$ cat src/asdm_pkg.sv
// Package: widths, register indexes and reset values of the angle sensor map.
`timescale 1ns / 1ps

package asdm_pkg;

  localparam int SAMPLE_BITS = 16;
  localparam int SAMPLE_W    = 16;
  localparam int ANGLE_W     = 16;
  localparam int CFG_IDX_W   = 3;
  localparam int CFG_DATA_W  = 16;

  // used bits of the converter word
  localparam logic [SAMPLE_W-1:0] SAMPLE_MASK =
    SAMPLE_W'((33'd1 << SAMPLE_BITS) - 33'd1);

  // register indexes
  localparam logic [CFG_IDX_W-1:0] REG_VOLT_LOW   = 3'd0;
  localparam logic [CFG_IDX_W-1:0] REG_VOLT_HIGH  = 3'd1;
  localparam logic [CFG_IDX_W-1:0] REG_ANGLE_LOW  = 3'd2;
  localparam logic [CFG_IDX_W-1:0] REG_ANGLE_HIGH = 3'd3;
  localparam logic [CFG_IDX_W-1:0] REG_NOISE_BAND = 3'd4;
  localparam logic [CFG_IDX_W-1:0] REG_SAT_MARGIN = 3'd5;

  // reset values
  localparam logic [SAMPLE_W-1:0]       RST_VOLT_LOW   = 16'd0;
  localparam logic [SAMPLE_W-1:0]       RST_VOLT_HIGH  = 16'hFFFF;
  localparam logic signed [ANGLE_W-1:0] RST_ANGLE_LOW  = 16'sd0;
  localparam logic signed [ANGLE_W-1:0] RST_ANGLE_HIGH = 16'sd9000;
  localparam logic [SAMPLE_W-1:0]       RST_NOISE_BAND = 16'd64;
  localparam logic [SAMPLE_W-1:0]       RST_SAT_MARGIN = 16'd0;

  // shift-add and restoring-divide step count, one bit per cycle
  localparam int STEPS = 16;
  localparam int CNT_W = $clog2(STEPS);

endpackage

$ cat src/angle_sensor_deadband_map_top.sv
// Top level: angle sensor limit check, noise dead band and linear angle map.
`timescale 1ns / 1ps
//
//  channel | handshake               | payload
//  --------+-------------------------+------------------------------------
//  input   | in_valid / in_ready     | adc_sample
//  output  | out_valid / out_ready   | angle_out, circuit_fault
//  config  | cfg_we (no wait)        | cfg_index, cfg_data
//
// A word that stays inside the dead band, or that saturates, goes from the
// check straight to the output load. A mapped word passes through the
// check, setup, 16 shift-add multiply steps and 16 restoring divide steps on
// the one shared 17-bit adder/subtractor, a final offset and the output load.
// in_ready is high only while the sequencer is idle; the output register
// lets the next word be accepted while a result still waits for out_ready.
// A stalled result holds in the output register; the sequencer waits in its
// last step until the register is free. Reset (synchronous, rst) restores
// the register defaults and clears the kept sample and held angle.

module angle_sensor_deadband_map_top import asdm_pkg::*; (
  input  logic                        clk,
  input  logic                        rst,
  input  logic                        in_valid,
  output logic                        in_ready,
  input  logic [SAMPLE_W-1:0]         adc_sample,
  output logic                        out_valid,
  input  logic                        out_ready,
  output logic signed [ANGLE_W-1:0]   angle_out,
  output logic                        circuit_fault,
  input  logic                        cfg_we,
  input  logic [CFG_IDX_W-1:0]        cfg_index,
  input  logic [CFG_DATA_W-1:0]       cfg_data
);

  localparam logic [2:0] S_IDLE  = 3'd0;
  localparam logic [2:0] S_CHECK = 3'd1;
  localparam logic [2:0] S_PREP  = 3'd2;
  localparam logic [2:0] S_MUL   = 3'd3;
  localparam logic [2:0] S_DIV   = 3'd4;
  localparam logic [2:0] S_FIN   = 3'd5;
  localparam logic [2:0] S_DONE  = 3'd6;

  // configuration registers
  logic [SAMPLE_W-1:0]       volt_low;
  logic [SAMPLE_W-1:0]       volt_high;
  logic signed [ANGLE_W-1:0] angle_low;
  logic signed [ANGLE_W-1:0] angle_high;
  logic [SAMPLE_W-1:0]       noise_band;
  logic [SAMPLE_W-1:0]       sat_margin;

  // sequencer and datapath
  logic [2:0]                state;
  logic [CNT_W-1:0]          cnt;
  logic [SAMPLE_W-1:0]       code;
  logic [SAMPLE_W-1:0]       kept_sample;
  logic signed [ANGLE_W-1:0] held_angle;
  logic                      fault;
  logic [SAMPLE_W-1:0]       span;
  logic [ANGLE_W-1:0]        mag;
  logic                      neg;
  logic [2*SAMPLE_W-1:0]     p;     // product, then {remainder, quotient}

  // output register load
  logic                      load_out;

  // check-step values
  logic [SAMPLE_W-1:0] diff;
  logic                update;
  logic [SAMPLE_W:0]   low_lim;
  logic                low_sat;
  logic                high_sat;
  logic                no_span;
  logic                flt;

  // shared adder/subtractor
  logic [SAMPLE_W:0]   alu_a;
  logic [SAMPLE_W:0]   alu_b;
  logic                alu_sub;
  logic [SAMPLE_W+1:0] alu_y;

  // final offset
  logic signed [ANGLE_W+1:0] base;
  logic signed [ANGLE_W+1:0] quo;
  logic signed [ANGLE_W+1:0] res;
  logic signed [ANGLE_W-1:0] res_sat;

  // prep values
  logic signed [ANGLE_W:0]   d_ha;
  logic signed [ANGLE_W:0]   d_ah;
  logic                      ah_lt_al;

  assign in_ready = (state == S_IDLE);

  // result leaves the sequencer when the output register is empty or draining
  assign load_out = (state == S_DONE) && (!out_valid || out_ready);

  always_comb begin
    diff     = (code > kept_sample) ? code - kept_sample : kept_sample - code;
    update   = diff > noise_band;
    low_lim  = {1'b0, volt_low} + {1'b0, sat_margin};
    low_sat  = {1'b0, code} <= low_lim;
    high_sat = code >= volt_high;
    no_span  = volt_high <= volt_low;
    flt      = (code < volt_low) || (code > volt_high);
  end

  always_comb begin
    d_ha     = {angle_high[ANGLE_W-1], angle_high} - {angle_low[ANGLE_W-1], angle_low};
    d_ah     = {angle_low[ANGLE_W-1], angle_low} - {angle_high[ANGLE_W-1], angle_high};
    ah_lt_al = angle_high < angle_low;
  end

  // Multiply: add magnitude when the low bit is set, shift right.
  // Divide: shift the remainder left, subtract the span, keep on no borrow.
  always_comb begin
    if (state == S_DIV) begin
      alu_a   = p[2*SAMPLE_W-1:SAMPLE_W-1];
      alu_b   = {1'b0, span};
      alu_sub = 1'b1;
    end else begin
      alu_a   = {1'b0, p[2*SAMPLE_W-1:SAMPLE_W]};
      alu_b   = p[0] ? {1'b0, mag} : '0;
      alu_sub = 1'b0;
    end
    alu_y = alu_sub ? ({1'b0, alu_a} - {1'b0, alu_b}) : ({1'b0, alu_a} + {1'b0, alu_b});
  end

  // Quotient stays below the angle span, so the result lies between limits;
  // clamp anyway.
  always_comb begin
    base = {{2{angle_low[ANGLE_W-1]}}, angle_low};
    quo  = {2'b00, p[SAMPLE_W-1:0]};
    res  = neg ? base - quo : base + quo;
    if (res > 18'sd32767) begin
      res_sat = 16'sh7FFF;
    end else if (res < -18'sd32768) begin
      res_sat = 16'sh8000;
    end else begin
      res_sat = res[ANGLE_W-1:0];
    end
  end

  always_ff @(posedge clk) begin
    if (rst) begin
      volt_low   <= RST_VOLT_LOW;
      volt_high  <= RST_VOLT_HIGH;
      angle_low  <= RST_ANGLE_LOW;
      angle_high <= RST_ANGLE_HIGH;
      noise_band <= RST_NOISE_BAND;
      sat_margin <= RST_SAT_MARGIN;
    end else if (cfg_we) begin
      unique case (cfg_index)
        REG_VOLT_LOW:   volt_low   <= cfg_data;
        REG_VOLT_HIGH:  volt_high  <= cfg_data;
        REG_ANGLE_LOW:  angle_low  <= cfg_data;
        REG_ANGLE_HIGH: angle_high <= cfg_data;
        REG_NOISE_BAND: noise_band <= cfg_data;
        REG_SAT_MARGIN: sat_margin <= cfg_data;
        default: ;
      endcase
    end
  end

  always_ff @(posedge clk) begin
    if (rst) begin
      state       <= S_IDLE;
      kept_sample <= '0;
      held_angle  <= '0;
      out_valid   <= 1'b0;
    end else begin
      if (load_out) begin
        out_valid <= 1'b1;
      end else if (out_valid && out_ready) begin
        out_valid <= 1'b0;
      end
      unique case (state)
        S_IDLE: begin
          if (in_valid) begin
            code  <= adc_sample & SAMPLE_MASK;
            state <= S_CHECK;
          end
        end
        S_CHECK: begin
          fault <= flt;
          if (update) begin
            kept_sample <= code;
            priority if (low_sat) begin
              held_angle <= angle_low;
              state      <= S_DONE;
            end else if (high_sat || no_span) begin
              held_angle <= angle_high;
              state      <= S_DONE;
            end else begin
              state <= S_PREP;
            end
          end else begin
            state <= S_DONE;
          end
        end
        S_PREP: begin
          span  <= volt_high - volt_low;
          mag   <= ah_lt_al ? d_ah[ANGLE_W-1:0] : d_ha[ANGLE_W-1:0];
          neg   <= ah_lt_al;
          p     <= {{SAMPLE_W{1'b0}}, code - volt_low};
          cnt   <= '0;
          state <= S_MUL;
        end
        S_MUL: begin
          p   <= {alu_y[SAMPLE_W:0], p[SAMPLE_W-1:1]};
          cnt <= cnt + 1'b1;
          if (cnt == CNT_W'(STEPS - 1)) begin
            state <= S_DIV;
          end
        end
        S_DIV: begin
          // borrow set: restore, i.e. keep the shifted remainder
          p <= {(alu_y[SAMPLE_W+1] ? p[2*SAMPLE_W-2:SAMPLE_W-1] : alu_y[SAMPLE_W-1:0]),
                p[SAMPLE_W-2:0], ~alu_y[SAMPLE_W+1]};
          cnt <= cnt + 1'b1;
          if (cnt == CNT_W'(STEPS - 1)) begin
            state <= S_FIN;
          end
        end
        S_FIN: begin
          held_angle <= res_sat;
          state      <= S_DONE;
        end
        S_DONE: begin
          if (load_out) begin
            angle_out     <= held_angle;
            circuit_fault <= fault;
            state         <= S_IDLE;
          end
        end
        default: state <= S_IDLE;
      endcase
    end
  end

endmodule

$ cat config.mk
export PLATFORM = sky130hd
export DESIGN_NAME = angle_sensor_deadband_map_top
export DESIGN_NICKNAME = d
export VERILOG_FILES = /design/src/asdm_pkg.sv /design/src/angle_sensor_deadband_map_top.sv
export SDC_FILE = /design/constraint.sdc
export NUM_CORES = 1
export LEC_CHECK = 0
export CAP_MARGIN = 10
export CORE_UTILIZATION = 55
export CTS_BUF_LIST = sky130_fd_sc_hd__clkbuf_4 sky130_fd_sc_hd__clkbuf_8 sky130_fd_sc_hd__clkbuf_16
export CTS_CLUSTER_DIAMETER = 40
export DETAILED_ROUTE_END_ITERATION = 12
export DONT_BUFFER_PORTS = 1
export GPL_TIMING_DRIVEN = 0
export PLACE_DENSITY_LB_ADDON = 0.15
export SYNTH_ARGS = -nofsm -noshare
export SYNTH_HDL_FRONTEND = slang
export SYNTH_SLANG_ARGS = --single-unit
$ cat constraint.sdc
create_clock -name clk -period 6 [get_ports clk]
set_input_delay 0.6 -clock clk [delete_from_list [all_inputs] [get_ports clk]]
set_output_delay 0.6 -clock clk [all_outputs]
set_load 0.05 [all_outputs]
==> metrics.log <==
INFO  metric run_status = complete, no violations
INFO  metric critPathArrivalTime = 6210 ps
INFO  metric fraction_of_registers_with_async_set_or_reset_after_synthesis = 0%
INFO  metric power.static_leakage = 8.16 nW
INFO  metric tritoncts = yes
INFO  metric cts-buffers-inserted = 45
INFO  metric net_count_after_synthesis = 2440
INFO  metric placement.io_buffers = 0
INFO  metric via_count_of_the_first_global_routing_pass = 16100
INFO  metric synthFlopType = sky130_fd_sc_hd__dfxtp_1
INFO  metric critPathCaptureType = flip-flop
INFO  metric maxSlewViolCount = 0
INFO  metric mean_post_synth_cell_area = 8.22 um^2
INFO  metric die_x = 183 um
INFO  metric pwr_density = 379 nW/um^2
INFO  metric cpPeakStageDelay = 600 ps
INFO  metric netlist_instances = 2197
INFO  metric clock_sinks = 235
INFO  metric tns = 0 ps
INFO  metric mappedNetlistArea = 18100 um^2
INFO  metric cpMaxStageDelayCell = sky130_fd_sc_hd__edfxtp_1
INFO  metric row_count = 66
INFO  metric synth_edf_count = 103
INFO  metric final_antenna_net_count = 0
INFO  metric detailed_place_hpwl = 44200 um
INFO  metric ys.warnings.count = 0
INFO  metric post-route-period-util = 95.7%
INFO  metric min_period = 5740 ps
INFO  metric initial_utilization = 55.7%
INFO  metric timing.setup.critical_path_class = reg -> reg
INFO  metric largest_net_degree_at_the_start_of_global_routing = 33
INFO  metric grt_setup_unrepaired = false
INFO  metric share_of_cells_above_drive_strength_1 = 8.11%
INFO  metric gp_congestion = 0.973
INFO  metric drt_pre_antenna_iters = 6
INFO  metric area_growth_syn_to_layout = 12.7%
INFO  metric layout_setup_ws = 258 ps
INFO  metric grt-ovfl-total = 0
INFO  metric floorplan.die.height = 183 um
INFO  metric route.detailed.wl_per_inst = 21.0 um
INFO  metric ctsRootBufferMaster = sky130_fd_sc_hd__clkbuf_16
INFO  metric ctsHtreeMaxLevel = 2
INFO  metric place_ws = -240 ps
INFO  metric hold_class = in -> reg
INFO  metric diodes = 0
INFO  metric synth-seq-cells = 235
INFO  metric vias = 16800
INFO  metric peakVddDrop = 0.332 mV
INFO  metric fmax = 174 MHz
INFO  metric max_cap_violations = 0
INFO  metric clkTransAtPathRegs = 50 ps
INFO  metric synth.lib_cells_used.distinct = 84
INFO  metric clockBufferDepth = 3
INFO  metric fin_hold_viols = 0
INFO  metric tightest_slew = 1160 ps
INFO  metric post_drt_via_cell_ratio = 6.15
INFO  metric area_enclosed_by_the_die_boundary = 33600 um^2
INFO  metric cp_data_required_time = 6470 ps
INFO  metric cpLargestDelayFamily = compound AO/OA/AOI/OAI gates
INFO  metric final_common_cell = sky130_fd_sc_hd__nand2_1
INFO  metric most-common-layout-cells = sky130_fd_sc_hd__nand2_1 (365), sky130_fd_sc_hd__a21oi_1 (216), sky130_fd_sc_hd__ha_1 (194), sky130_fd_sc_hd__inv_1 (151), sky130_fd_sc_hd__nor2_1 (136)
INFO  metric worst-path-max-fanout = 10
INFO  metric finalClockSkew = 22.5 ps
INFO  metric worstSetupStartpointType = flip-flop
INFO  metric coreArea = 32500 um^2
INFO  metric drc_errors = 0
INFO  metric cts_hold_buffers = 0
INFO  metric share_of_synthesized_area_occupied_by_flip_flops_and_latches = 31.7%
INFO  metric antenna_found_initial = 1
INFO  metric final-setup-viol-count = 0
INFO  metric layout.nets = 2500
INFO  metric timing.slew.headroom = 22.4%
INFO  metric gr-usage-all-layers = 34.6%
INFO  metric grt_pass1_wl = 89000 um
INFO  metric dr.first_iter.drc_count = 1377
INFO  metric routed_wirelength = 57600 um
INFO  metric num_io_pins = 59
INFO  metric worstPathCellList = inv_1 > ha_1 > buf_2 > a21oi_1 > o21ai_0 > a221o_1 > a21oi_1 > o22ai_1 > buf_4 > mux2i_1 > a31oi_1 > o21ai_1 > xor2_1 > ha_1 > nand4_1 > nor3_1 > a221o_1 > nand3_1 > a41oi_2 > or2_1 > buf_6 > o21ai_0 > o32ai_1
INFO  metric worstSkewPairLatency = 570 ps
INFO  metric crit_buf_inv = 4
-- flip-flops by register name, summed over array words and instances (netlist names) --
name and cells:
state 3, mag 16, neg 1, held_angle 16, volt_high 16, span 16, p 32, angle_high 16
out_valid 1, fault 1, angle_low 16, cnt 4, volt_low 16, angle_out 16, sat_margin 16, code 16
noise_band 16, circuit_fault 1, kept_sample 16
-- layout make-up --
type	instances	area, um^2
fillers	2865	12100
well taps	442	553
repair buffers	13	121
clock inverters	29	353
inverters	153	578
plain buffers	96	473
clock buffers	54	1210
flip-flops and latches	235	5740
multi-input cells	1713	11300
-- routing by layer --
metal,part of all wire (%),vias up,track usage [%]
li1,-,7950,-
met2,45,764,55.0
met5,0.021,-,0
met3,8.4,166,5.40
met4,5.1,2,17.9
met1,41,7947,45.3
-- cell families (layout without fill, tap and decap cells) --
logic type	Yosys count	after routing	synth area share, %
AO/OA/AOI/OAI	638	638	22.3
adder cells (fa/ha/maj)	203	203	14.4
XOR/XNOR	113	113	5.52
buffers and inverters	249	345	5.74
AND/OR/NAND/NOR	724	724	18.2
multiplexers	35	35	2.02
flip-flops	235	235	31.7
-- where the power goes --
part,leakage (nW),switching [W],internal [W]
combinational,5.40,0.00183,0.00118
clock,0.752,0.000919,0.00171
sequential,2.01,0.000174,0.00190
-- path summary, 6_finish.rpt --
kind,from,end,cells after the start,slack [ps]
setup / recovery,code[9]$_DFFE_PP_,held_angle[11]$_SDFFE_PP0P_,23,260
hold / removal,adc_sample[7],code[7]$_DFFE_PP_,0,120
setup reg to reg,code[9]$_DFFE_PP_,held_angle[11]$_SDFFE_PP0P_,23,260
hold reg to reg,held_angle[12]$_SDFFE_PP0P_,angle_out[12]$_DFFE_PP_,0,430
-- what timing repair did --
| item | in CTS | in global routing |
|---|---|---|
| setup buffers | 2 | 7 |
| endpoints found under the setup margin | 22 | 44 |
| resized for setup | 5 | 6 |
| pin swaps | 1 | 0 |
-- cells in the mapped netlist, drive strengths merged (5+ instances only) --
library cell	count	share of area, %
nand2b	24	0.83
and2	16	0.56
nor2b	20	0.69
nand2	365	7.6
a22oi	13	0.54
inv	152	3.2
and3	11	0.38
mux2	8	0.50
a21oi	222	6.3
buf	32	1.2
nor4	7	0.24
nand4	26	0.90
a31oi	30	1.2
o21ai	139	3.9
ha	194	13
dfxtp	132	15
xor2	36	1.7
or2	10	0.35
o41ai	10	0.48
xnor2	77	3.8
o21a	20	0.83
nand3b	6	0.25
o221ai	6	0.29
edfxtp	103	17
a221oi	5	0.28
nor3	47	1.6
a221o	14	0.78
o22ai	13	0.45
mux2i	27	1.5
o211ai	41	1.7
a21boi	12	0.50
fa	9	1.0
or3	11	0.38
a21o	52	2.2
a211oi	17	0.73
nor2	139	2.9
o21bai	10	0.42
nand3	24	0.66
nor3b	7	0.32
o31ai	11	0.46
clkbuf	64	1.4
-- per-stage QoR --
| stage | hold WS, ps | power [W] | std cells | cell area, um^2 | utilization (%) |
|---|---|---|---|---|---|
| after floorplan | 400 | 0.00428 | 2197 | 18100 | - |
| after global placement | 417 | 0.00494 | 2639 | 18600 | 57.4 |
| after detailed placement | 416 | 0.00501 | 2643 | 18700 | 57.6 |
| after CTS | 110 | 0.00767 | 2728 | 20300 | 62.5 |
| after global routing | 112 | 0.00814 | 2735 | 20400 | 62.7 |
| final | 123 | 0.00771 | 2735 | 20400 | 62.7 |
No activity file was read; power rests on OpenSTA's default activity.
